## src/rtl/knnv_pkg.sv

```systemverilog
// Shared types and constants for the k-nearest-neighbor majority vote block.
`default_nettype none

package knnv_pkg;

  localparam int DIST_W      = 32;
  localparam int LABEL_W     = 4;
  localparam int K_W         = 5;
  localparam int LABEL_SLOTS = 16;
  localparam logic [K_W-1:0] K_RESET = 5'd1;

  // input beat: one stored example
  typedef struct packed {
    logic [DIST_W-1:0]  distance;
    logic [LABEL_W-1:0] class_label;
    logic               last_example;
  } in_beat_t;

  // result beat: outcome of one query
  typedef struct packed {
    logic [LABEL_W-1:0] predicted_label;
    logic               found;
    logic [K_W-1:0]     final_k;
  } out_beat_t;

  // one entry of the sorted neighbor list
  typedef struct packed {
    logic [DIST_W-1:0]  distance;
    logic [LABEL_W-1:0] label;
  } entry_t;

  localparam int ENTRY_W = $bits(entry_t);

  // result of the shared comparator
  typedef struct packed {
    logic gt;
    logic eq;
  } cmp_res_t;

  typedef enum logic [3:0] {
    ST_IDLE,
    ST_INS_CMP,
    ST_INS_WR0,
    ST_VOTE_INIT,
    ST_VOTE_CNT,
    ST_VOTE_SCAN,
    ST_VOTE_DEC,
    ST_DONE
  } state_t;

endpackage

`default_nettype wire

```

## src/rtl/knnv_ram.sv

```systemverilog
// Generic single-write, single-read RAM with registered read data.
`default_nettype none

module knnv_ram #(
  parameter int WIDTH = 36,
  parameter int DEPTH = 16,
  localparam int AW = (DEPTH > 1) ? $clog2(DEPTH) : 1
) (
  input  wire logic              clk,
  input  wire logic              we,
  input  wire logic [AW-1:0]     waddr,
  input  wire logic [WIDTH-1:0]  wdata,
  input  wire logic [AW-1:0]     raddr,
  output logic      [WIDTH-1:0]  rdata
);

  logic [WIDTH-1:0] mem [DEPTH];

  always_ff @(posedge clk) begin
    if (we) begin
      mem[waddr] <= wdata;
    end
    rdata <= mem[raddr];
  end

endmodule

`default_nettype wire

```

## src/rtl/knnv_cmp.sv

```systemverilog
// Shared unsigned magnitude comparator used by insertion and vote scan.
`default_nettype none

module knnv_cmp (
  input  wire logic [knnv_pkg::DIST_W-1:0] a,
  input  wire logic [knnv_pkg::DIST_W-1:0] b,
  output knnv_pkg::cmp_res_t               res
);

  always_comb begin
    res.gt = (a > b);
    res.eq = (a == b);
  end

endmodule

`default_nettype wire

```

## src/rtl/knn_topk_majority_vote.sv

```systemverilog
// Top level: sorted k-nearest list with majority vote over a shared comparator.
`default_nettype none

// Takes one (distance, class_label) beat per stored example and keeps the k
// nearest in a list sorted by distance (ties keep arrival order) held in one
// RAM with a single read and a single write port. k is neighbor_count, capped
// at MAX_NEIGHBORS; it must be written through the cfg port only while the
// block is idle (the user's duty; the block does not enforce it) and resets
// to 1. An example is inserted by walking the list from its tail, one entry
// per cycle, past each stored entry with a larger distance. Labels at or
// above NUM_LABELS are not stored, nor is any beat while k is 0.
// A beat marked last_example runs the vote after its insertion: a setup
// step, a counting step for each of the n listed entries, then per vote pass
// a scan step per label slot (min(NUM_LABELS,16)) and, on a tie, a step to
// drop the last voter before the next pass; an empty list skips the counting
// and the scan. The done state hands the result to the output register once
// that is free. The list RAM port and the one comparator set this serial
// order; in_ready is low while any of this runs. A result waits in the output
// register while the next query starts; only the delivery of the following
// result waits for out_ready. The result carries found=0, label 0 and
// final_k 0 when no unique majority exists.
module knn_topk_majority_vote #(
  parameter int MAX_NEIGHBORS = 16,
  parameter int NUM_LABELS    = 16
) (
  input  wire logic                      clk,
  input  wire logic                      rst_n,
  input  wire logic                      in_valid,
  output logic                           in_ready,
  input  wire knnv_pkg::in_beat_t        in_data,
  output logic                           out_valid,
  input  wire logic                      out_ready,
  output knnv_pkg::out_beat_t            out_data,
  input  wire logic                      cfg_valid,
  output logic                           cfg_ready,
  input  wire logic [knnv_pkg::K_W-1:0]  cfg_neighbor_count
);

  localparam int IDX_W  = (MAX_NEIGHBORS > 1) ? $clog2(MAX_NEIGHBORS) : 1;
  localparam int FILL_W = $clog2(MAX_NEIGHBORS + 1);
  localparam int CW     = (FILL_W > knnv_pkg::K_W) ? FILL_W : knnv_pkg::K_W;
  localparam int CNT_W  = FILL_W;
  localparam logic [CW-1:0] K_MAX = CW'(MAX_NEIGHBORS);
  localparam logic [knnv_pkg::LABEL_W-1:0] SCAN_LAST =
    knnv_pkg::LABEL_W'((NUM_LABELS < knnv_pkg::LABEL_SLOTS) ?
                       NUM_LABELS - 1 : knnv_pkg::LABEL_SLOTS - 1);

  // control state
  knnv_pkg::state_t state_r, state_nxt;
  logic [knnv_pkg::K_W-1:0] k_cfg_r;
  logic [CW-1:0]            fill_r;
  logic                     out_valid_r;
  knnv_pkg::out_beat_t      out_data_r;

  // current example
  logic [knnv_pkg::DIST_W-1:0]  dist_r;
  logic [knnv_pkg::LABEL_W-1:0] label_r;
  logic                         last_r;

  // insertion and vote counters
  logic [CW-1:0]                i_r;
  logic [CW-1:0]                ci_r;
  logic [CW-1:0]                n_r;
  logic [CW-1:0]                kk_r;
  logic [knnv_pkg::LABEL_W-1:0] scan_r;
  logic [CNT_W-1:0]             best_r;
  logic [knnv_pkg::LABEL_W-1:0] win_r;
  logic                         uniq_r;
  logic                         found_r;
  logic [CNT_W-1:0]             cnt_r [knnv_pkg::LABEL_SLOTS];

  // list RAM
  logic                         ram_we;
  logic [CW-1:0]                waddr_full;
  logic [CW-1:0]                raddr_full;
  knnv_pkg::entry_t             ram_wdata;
  logic [knnv_pkg::ENTRY_W-1:0] ram_rbits;
  knnv_pkg::entry_t             rd_entry;

  // shared comparator
  logic [knnv_pkg::DIST_W-1:0]  cmp_a;
  logic [knnv_pkg::DIST_W-1:0]  cmp_b;
  knnv_pkg::cmp_res_t           cmp_res;

  // helpers
  logic [CW-1:0]                eff_k;
  logic [CW-1:0]                fill_trim;
  logic [CW-1:0]                i_plus;
  logic                         ins_go;
  logic                         label_ok;
  knnv_pkg::entry_t             new_entry;
  logic [knnv_pkg::LABEL_W-1:0] cnt_addr;
  logic [CNT_W-1:0]             cnt_rd;
  logic                         take;
  logic                         tie;
  logic [CNT_W-1:0]             best_nxt;
  logic [knnv_pkg::LABEL_W-1:0] win_nxt;
  logic                         uniq_nxt;
  logic                         scan_last;
  logic                         out_free;
  logic                         accept;

  assign in_ready  = (state_r == knnv_pkg::ST_IDLE);
  assign cfg_ready = 1'b1;
  assign out_valid = out_valid_r;
  assign out_data  = out_data_r;
  assign accept    = in_valid && in_ready;
  assign out_free  = !out_valid_r || out_ready;

  // effective k: neighbor_count capped at the list depth
  assign eff_k     = (CW'(k_cfg_r) > K_MAX) ? K_MAX : CW'(k_cfg_r);
  // cut the list to the current k before touching it
  assign fill_trim = (fill_r > eff_k) ? eff_k : fill_r;
  assign i_plus    = i_r + CW'(1);
  assign label_ok  = (32'(in_data.class_label) < NUM_LABELS);
  assign ins_go    = label_ok && (eff_k != '0);
  assign new_entry = '{distance: dist_r, label: label_r};
  assign rd_entry  = ram_rbits;

  knnv_ram #(
    .WIDTH (knnv_pkg::ENTRY_W),
    .DEPTH (MAX_NEIGHBORS)
  ) u_list (
    .clk   (clk),
    .we    (ram_we),
    .waddr (waddr_full[IDX_W-1:0]),
    .wdata (ram_wdata),
    .raddr (raddr_full[IDX_W-1:0]),
    .rdata (ram_rbits)
  );

  // count table has one read point: scan slot or label of the entry just read
  assign cnt_addr = (state_r == knnv_pkg::ST_VOTE_SCAN) ? scan_r : rd_entry.label;
  assign cnt_rd   = cnt_r[cnt_addr];

  // comparator serves distances during insertion, counts during the scan
  assign cmp_a = (state_r == knnv_pkg::ST_VOTE_SCAN) ? knnv_pkg::DIST_W'(cnt_rd)
                                                      : rd_entry.distance;
  assign cmp_b = (state_r == knnv_pkg::ST_VOTE_SCAN) ? knnv_pkg::DIST_W'(best_r)
                                                      : dist_r;

  knnv_cmp u_cmp (
    .a   (cmp_a),
    .b   (cmp_b),
    .res (cmp_res)
  );

  // one scan step: strictly larger count takes the lead, equal count spoils it
  assign take      = (cnt_rd != '0) && cmp_res.gt;
  assign tie       = (cnt_rd != '0) && cmp_res.eq;
  assign best_nxt  = take ? cnt_rd : best_r;
  assign win_nxt   = take ? scan_r : win_r;
  assign uniq_nxt  = take ? 1'b1 : (tie ? 1'b0 : uniq_r);
  assign scan_last = (scan_r == SCAN_LAST);

  // next state
  always_comb begin
    state_nxt = state_r;
    unique case (state_r)
      knnv_pkg::ST_IDLE: begin
        if (accept) begin
          if (ins_go) begin
            state_nxt = (fill_trim == '0) ? knnv_pkg::ST_INS_WR0 : knnv_pkg::ST_INS_CMP;
          end else if (in_data.last_example) begin
            state_nxt = knnv_pkg::ST_VOTE_INIT;
          end
        end
      end
      knnv_pkg::ST_INS_CMP: begin
        if (cmp_res.gt) begin
          if (i_r == '0) begin
            state_nxt = knnv_pkg::ST_INS_WR0;
          end
        end else begin
          state_nxt = last_r ? knnv_pkg::ST_VOTE_INIT : knnv_pkg::ST_IDLE;
        end
      end
      knnv_pkg::ST_INS_WR0: begin
        state_nxt = last_r ? knnv_pkg::ST_VOTE_INIT : knnv_pkg::ST_IDLE;
      end
      knnv_pkg::ST_VOTE_INIT: begin
        state_nxt = (fill_r == '0) ? knnv_pkg::ST_DONE : knnv_pkg::ST_VOTE_CNT;
      end
      knnv_pkg::ST_VOTE_CNT: begin
        if ((ci_r + CW'(1)) >= n_r) begin
          state_nxt = knnv_pkg::ST_VOTE_SCAN;
        end
      end
      knnv_pkg::ST_VOTE_SCAN: begin
        if (scan_last) begin
          if (uniq_nxt || (n_r == CW'(1))) begin
            state_nxt = knnv_pkg::ST_DONE;
          end else begin
            state_nxt = knnv_pkg::ST_VOTE_DEC;
          end
        end
      end
      knnv_pkg::ST_VOTE_DEC: begin
        state_nxt = knnv_pkg::ST_VOTE_SCAN;
      end
      knnv_pkg::ST_DONE: begin
        if (out_free) begin
          state_nxt = knnv_pkg::ST_IDLE;
        end
      end
      default: begin
        state_nxt = knnv_pkg::ST_IDLE;
      end
    endcase
  end

  // list RAM controls
  always_comb begin
    ram_we     = 1'b0;
    waddr_full = '0;
    ram_wdata  = new_entry;
    raddr_full = '0;
    unique case (state_r)
      knnv_pkg::ST_IDLE: begin
        // fetch the tail entry of the trimmed list
        raddr_full = fill_trim - CW'(1);
      end
      knnv_pkg::ST_INS_CMP: begin
        // prefetch the next entry toward the head
        raddr_full = i_r - CW'(1);
        if (i_plus < eff_k) begin
          ram_we     = 1'b1;
          waddr_full = i_plus;
          // larger entry slides down one slot, else the new one lands here
          ram_wdata  = cmp_res.gt ? rd_entry : new_entry;
        end
      end
      knnv_pkg::ST_INS_WR0: begin
        ram_we = 1'b1;
      end
      knnv_pkg::ST_VOTE_INIT: begin
        raddr_full = '0;
      end
      knnv_pkg::ST_VOTE_CNT: begin
        raddr_full = ci_r + CW'(1);
      end
      knnv_pkg::ST_VOTE_SCAN: begin
        // entry that drops out if this pass ends in a tie
        raddr_full = n_r - CW'(1);
      end
      knnv_pkg::ST_VOTE_DEC,
      knnv_pkg::ST_DONE: begin
        raddr_full = '0;
      end
      default: begin
        raddr_full = '0;
      end
    endcase
  end

  // control registers
  always_ff @(posedge clk) begin
    if (!rst_n) begin
      state_r     <= knnv_pkg::ST_IDLE;
      k_cfg_r     <= knnv_pkg::K_RESET;
      fill_r      <= '0;
      out_valid_r <= 1'b0;
    end else begin
      state_r <= state_nxt;
      if (cfg_valid) begin
        k_cfg_r <= cfg_neighbor_count;
      end
      // present a finished result, else drop one that was taken
      if ((state_r == knnv_pkg::ST_DONE) && out_free) begin
        out_valid_r <= 1'b1;
      end else if (out_ready) begin
        out_valid_r <= 1'b0;
      end
      priority case (1'b1)
        // an unstored beat leaves the list alone unless it closes the query
        accept && (label_ok || in_data.last_example): begin
          fill_r <= fill_trim;
        end
        (state_r == knnv_pkg::ST_INS_CMP) && !cmp_res.gt && (i_plus < eff_k)
          && (fill_r < eff_k): begin
          fill_r <= fill_r + CW'(1);
        end
        (state_r == knnv_pkg::ST_INS_WR0) && (fill_r < eff_k): begin
          fill_r <= fill_r + CW'(1);
        end
        (state_r == knnv_pkg::ST_DONE) && out_free: begin
          // clear the list for the next query
          fill_r <= '0;
        end
        default: begin
          fill_r <= fill_r;
        end
      endcase
    end
  end

  // datapath registers
  always_ff @(posedge clk) begin
    unique case (state_r)
      knnv_pkg::ST_IDLE: begin
        if (accept) begin
          dist_r  <= in_data.distance;
          label_r <= in_data.class_label;
          last_r  <= in_data.last_example;
          i_r     <= fill_trim - CW'(1);
        end
      end
      knnv_pkg::ST_INS_CMP: begin
        i_r <= i_r - CW'(1);
      end
      knnv_pkg::ST_INS_WR0: begin
        i_r <= '0;
      end
      knnv_pkg::ST_VOTE_INIT: begin
        for (int s = 0; s < knnv_pkg::LABEL_SLOTS; s++) begin
          cnt_r[s] <= '0;
        end
        kk_r    <= eff_k;
        n_r     <= fill_r;
        ci_r    <= '0;
        found_r <= 1'b0;
      end
      knnv_pkg::ST_VOTE_CNT: begin
        cnt_r[cnt_addr] <= cnt_rd + CNT_W'(1);
        ci_r   <= ci_r + CW'(1);
        scan_r <= '0;
        best_r <= '0;
        win_r  <= '0;
        uniq_r <= 1'b0;
      end
      knnv_pkg::ST_VOTE_SCAN: begin
        best_r <= best_nxt;
        win_r  <= win_nxt;
        uniq_r <= uniq_nxt;
        scan_r <= scan_r + knnv_pkg::LABEL_W'(1);
        if (scan_last) begin
          if (uniq_nxt) begin
            found_r <= 1'b1;
          end else if (n_r != CW'(1)) begin
            // tie: shorten the prefix by one voter and try again
            kk_r <= n_r - CW'(1);
            n_r  <= n_r - CW'(1);
          end
        end
      end
      knnv_pkg::ST_VOTE_DEC: begin
        cnt_r[cnt_addr] <= cnt_rd - CNT_W'(1);
        scan_r <= '0;
        best_r <= '0;
        win_r  <= '0;
        uniq_r <= 1'b0;
      end
      knnv_pkg::ST_DONE: begin
        if (out_free) begin
          out_data_r.found           <= found_r;
          out_data_r.predicted_label <= found_r ? win_r : '0;
          out_data_r.final_k         <= found_r ? knnv_pkg::K_W'(kk_r) : '0;
        end
      end
      default: begin
        i_r <= i_r;
      end
    endcase
  end

  // list never holds more than k entries while a beat is being worked on
  assert property (@(posedge clk) disable iff (!rst_n)
    (state_r != knnv_pkg::ST_IDLE) |-> (fill_r <= eff_k))
    else $error("list fill exceeds k");

  // counting pass stays inside the voting prefix
  assert property (@(posedge clk) disable iff (!rst_n)
    (state_r == knnv_pkg::ST_VOTE_CNT) |-> (ci_r < n_r))
    else $error("count index past prefix");

  // a found result always carries a nonzero k no larger than the configured k
  assert property (@(posedge clk) disable iff (!rst_n)
    ((state_r == knnv_pkg::ST_DONE) && found_r) |-> ((kk_r != '0) && (kk_r <= eff_k)))
    else $error("found vote with bad k");

  // delivering a result empties the list and raises out_valid
  assert property (@(posedge clk) disable iff (!rst_n)
    ((state_r == knnv_pkg::ST_DONE) && out_free) |=> (out_valid_r && (fill_r == '0)))
    else $error("result hand-off did not clear list");

  // not-found results carry zero label and zero k
  assert property (@(posedge clk) disable iff (!rst_n)
    (out_valid_r && !out_data_r.found) |->
      ((out_data_r.predicted_label == '0) && (out_data_r.final_k == '0)))
    else $error("not-found result not zeroed");

endmodule

`default_nettype wire

```

## config.mk

```make
export PLATFORM = sky130hd
export DESIGN_NAME = knn_topk_majority_vote
export DESIGN_NICKNAME = d
export VERILOG_FILES = /design/src/rtl/knnv_pkg.sv /design/src/rtl/knnv_ram.sv /design/src/rtl/knnv_cmp.sv /design/src/rtl/knn_topk_majority_vote.sv
export SDC_FILE = /design/constraint.sdc
export NUM_CORES = 1
export LEC_CHECK = 0
export ABC_CLOCK_PERIOD_IN_PS = 9400
export BUFFER_PORTS_ARGS = -buffer_cell sky130_fd_sc_hd__buf_4
export CAP_MARGIN = 20
export CORE_MARGIN = 8
export CORE_UTILIZATION = 35
export CTS_CLUSTER_DIAMETER = 40
export DETAILED_ROUTE_END_ITERATION = 12
export GPL_TIMING_DRIVEN = 0
export SKIP_LAST_GASP = 1
export SLEW_MARGIN = 25
export SYNTH_ARGS = -nofsm -noshare
export SYNTH_HDL_FRONTEND = slang
export SYNTH_SLANG_ARGS = --single-unit
```

## constraint.sdc

```tcl
create_clock -name clk -period 9.4 [get_ports clk]
set_input_delay 2.82 -clock clk [delete_from_list [all_inputs] [get_ports clk]]
set_output_delay 2.82 -clock clk [all_outputs]
set_load 0.02 [all_outputs]
```

==> impl_metrics.yaml <==
timing:
  period_minus_slack_ns: 7.63
  post-route-period-util: 0.812
  fin_setup_tns_ns: 0
  rsz0062_at_grt: "false"
  slew_viol_final: 0
  hold_viol_final: 0
  setup_viol: 0
  fin_skew_ns: 0.0466
  fmax_mhz: 131
  timing.hold.ws_ns: 0.523
  maxSlewHeadroom: 0.283
  layout_setup_ws_ns: 1.77
  tightest_slew_ns: 1.07
yosys:
  ys_warn_count: 0
  synth_seq_cells: 788
  yosysSeqAreaShare: 0.713
  synth_edf_count: 738
  synth.distinct_cells: 65
  ys_top_cells_by_area: "edfxtp_1, mux4_2, dfxtp_1"
  syn_inst: 1897
  synth_top_area_frac: 0.683
  synthArstFlopShare: 0
  yosysTopAreaCell: "edfxtp_1"
  syn-num-nets: 2004
  synth.avg_cell_area_um2: 17.1
  synthesis.area_mm2: 0.0325
  ys.flop_type: "edfxtp_1"
final_layout:
  fin_nets: 2249
  fillers: 8043
  final_cells: 3482
  syn2layout_area_growth_pct: 21.1
  drive_above_1_share: 0.262
  diodes: 0
floorplanning:
  coreArea_mm2: 0.0918
  dieArea_mm2: 0.103
  ios: 60
  placementRows: 111
  initial_core_util: 0.354
  die_h_um: 321
  die_w_um: 321
critical_path:
  cp_cell_sequence: "buf_6 -> nand3b_4 -> buf_6 -> mux2i_1 -> buf_2 -> buf_2 -> mux2i_1 -> o22ai_1 -> nor4_1 -> o21ai_0 -> ha_1 -> o21ai_0 -> a21oi_1 -> nor3_1 -> o31ai_1 -> a31oi_1 -> a21oi_1 -> and2_1 -> clkbuf_1 -> clkbuf_1 -> mux2_2"
  crit_slowest_cell: "nor4_1"
  critPathMaxFanout: 16
  path_class: "reg -> reg"
  worstPathArrival_ns: 8.01
  cp_data_required_time_ns: 9.78
  worstSetupEndpointType: "flip-flop"
  cpPeakStageDelay_ns: 0.91
  cp-start-kind: "flip-flop"
power:
  power_density_mw_per_mm2: 377
  sw_frac_of_total: 0.366
  ir_drop_v: 0.000263
  power_frac_comb: 0.403
  p_leak_nw: 13.6
  p_int_w: 0.00941
  seqPwrFrac: 0.308
  power_frac_clock: 0.289
  netSwitchingPower_w: 0.00542
clocking:
  cts_setup_buffers: 0
  cts_tree: "yes"
  cts_buffers: 110
  clockBufferDepth: 3
  htree_num_levels: 3
  ctsRootBufferMaster: "clkbuf_16"
  hold_buffers: 0
  cts_resized: 0
  clk_pin_slew_ns: 0.06
  clock_latency_ns: 0.68
  clock-sinks: 788
global_routing:
  grt_pass1_wl_um: 121000
  antenna_found_initial: 0
  grt_overflow: 0
  grt_use_total: 0.156
  grt_pass1_vias: 19100
  grt_max_degree: 24
route:
  ant_nets: 0
  wl_per_cell_um: 23.3
  wl_um: 81200
  drc: 0
  viasPerCell: 5.24
  drt_first_pass_iters: 5
  drt_iter0_markers: 1797
  vias: 18300
placement:
  dp_slack_ns: 1.71
  port_buffers: 57
  gp_congestion: 0.858
  dpl.cell_count: 3273
  hpwl_um: 55100
outcome:
  outcome: "complete, no violations"
run:
  cap_violations: 0
min_path:
  worstHoldPathType: "reg -> reg"
[worst max-delay path, delay by kind of cell (launching register included)]
kind,cells,cell delay [ns]
adder cells (fa/ha/maj),1,0.36
multiplexers,3,1.23
buffers and inverters,6,2.36
flip-flops,1,0.32
AND/OR/NAND/NOR,4,1.33
AO/OA/AOI/OAI,7,1.71
[area by class of cell]
type / count / area, µm² / share of cell area
repair buffers: 133 / 1270 / 0.0322
clock buffers: 120 / 2820 / 0.0717
multi-input cells: 984 / 8880 / 0.226
flip-flops and latches: 788 / 23200 / 0.589
clock inverters: 89 / 1070 / 0.0273
inverters: 31 / 116 / 0.00296
plain buffers: 94 / 434 / 0.0110
well taps: 1243 / 1560 / 0.0396
[synth_stat cells (11+ instances only)]
| master | number |
|---|---|
| o21ai_0 | 31 |
| nor2b_1 | 24 |
| a22oi_1 | 75 |
| nand2_1 | 154 |
| inv_1 | 29 |
| dfxtp_1 | 50 |
| o22ai_1 | 16 |
| xnor2_1 | 11 |
| mux4_2 | 147 |
| mux2i_1 | 54 |
| buf_2 | 17 |
| and2_1 | 39 |
| nor2_2 | 11 |
| nor2_1 | 127 |
| edfxtp_1 | 738 |
| a21oi_1 | 29 |
| clkbuf_1 | 63 |
| mux2_2 | 39 |
| ha_1 | 59 |
| nand3_1 | 22 |
| nor3_1 | 33 |
| nand2b_1 | 13 |
| a21o_1 | 14 |
[placed cells by master (no fill, tap or decap), drive strengths merged, types with 3 or more instances in the layout]
| master | count |
|---|---|
| a211oi | 5 |
| a21o | 14 |
| a21oi | 30 |
| a22oi | 75 |
| a31oi | 3 |
| and2 | 40 |
| and3 | 7 |
| buf | 163 |
| bufinv | 14 |
| clkbuf | 184 |
| clkinv | 37 |
| clkinvlp | 13 |
| dfxtp | 50 |
| edfxtp | 738 |
| ha | 59 |
| inv | 56 |
| mux2 | 40 |
| mux2i | 54 |
| mux4 | 147 |
| nand2 | 154 |
| nand2b | 13 |
| nand3 | 22 |
| nand3b | 6 |
| nand4 | 5 |
| nor2 | 138 |
| nor2b | 24 |
| nor3 | 33 |
| nor4 | 5 |
| nor4b | 3 |
| o21a | 4 |
| o21ai | 32 |
| o221ai | 6 |
| o22ai | 16 |
| or3 | 3 |
| xnor2 | 11 |
| xor2 | 10 |
[cell families (layout without fill, tap and decap cells)]
logic type      Yosys count  after routing  share of synthesized area
other cells               1              1                   0.000116
compound gates          204            204                     0.0426
xor+xnor                 21             21                    0.00590
flops                   788            788                      0.713
mux                     241            241                      0.133
fa+ha+maj                60             60                     0.0234
simple gates            457            457                     0.0655
buf+inv                 125            467                     0.0164
[state kept, by name, indices dropped and copies added (netlist names), 3 cells and up]
name and flops:
kk_r 5, n_r 5, scan_r 4, k_cfg_r 5, win_r 4, u_list.mem 576, ci_r 5, dist_r 32
fill_r 5, label_r 4, state_r 3, out_data 10, cnt_r 80, i_r 5, u_list.rdata 36, best_r 5
[stage by stage]
| step | utilization | instance area (µm²) | power (W) |
|---|---|---|---|
| final | 0.428 | 39300 | 0.0148 |
| after global routing | 0.428 | 39300 | 0.0156 |
| after CTS | 0.428 | 39300 | 0.0149 |
| after detailed placement | 0.386 | 35400 | 0.0106 |
| after global placement | 0.375 | 34400 | 0.0105 |
| after floorplan | - | 32500 | 0.00867 |
[path summary, 6_finish.rpt]
check                     startpoint                     endpoint  slack (ns)  cells after the start
max          state_r[1]$_SDFFE_PN0P_  u_list.mem[0][17]$_DFFE_PP_        1.77                     21
min                kk_r[0]$_DFFE_PP_    out_data[0]$_SDFFCE_PN0P_        0.52                      1
max reg2reg  state_r[1]$_SDFFE_PN0P_  u_list.mem[0][17]$_DFFE_PP_        1.77                     21
min reg2reg        kk_r[0]$_DFFE_PP_    out_data[0]$_SDFFCE_PN0P_        0.52                      1
[power by group through the flow]
stage,Combinational (W),Clock (W),Sequential [W]
5_1_grt,0.00649,0.00449,0.00459
4_1_cts,0.00603,0.00435,0.00457
2_1_floorplan,0.00409,0,0.00458
6_report,0.00598,0.00428,0.00457
3_3_place_gp,0.00584,0,0.00465
3_5_place_dp,0.00600,0,0.00464
[routing by layer]
| layer | vias to the layer above | part of all wire | track usage |
|---|---|---|---|
| met5 | - | 0 | 0 |
| li1 | 8014 | - | - |
| met1 | 9423 | 0.41 | 0.200 |
| met4 | 0 | 0.027 | 0.0479 |
| met2 | 669 | 0.50 | 0.268 |
| met3 | 149 | 0.061 | 0.0287 |
Note: power is estimated with default switching activity, not from simulation.
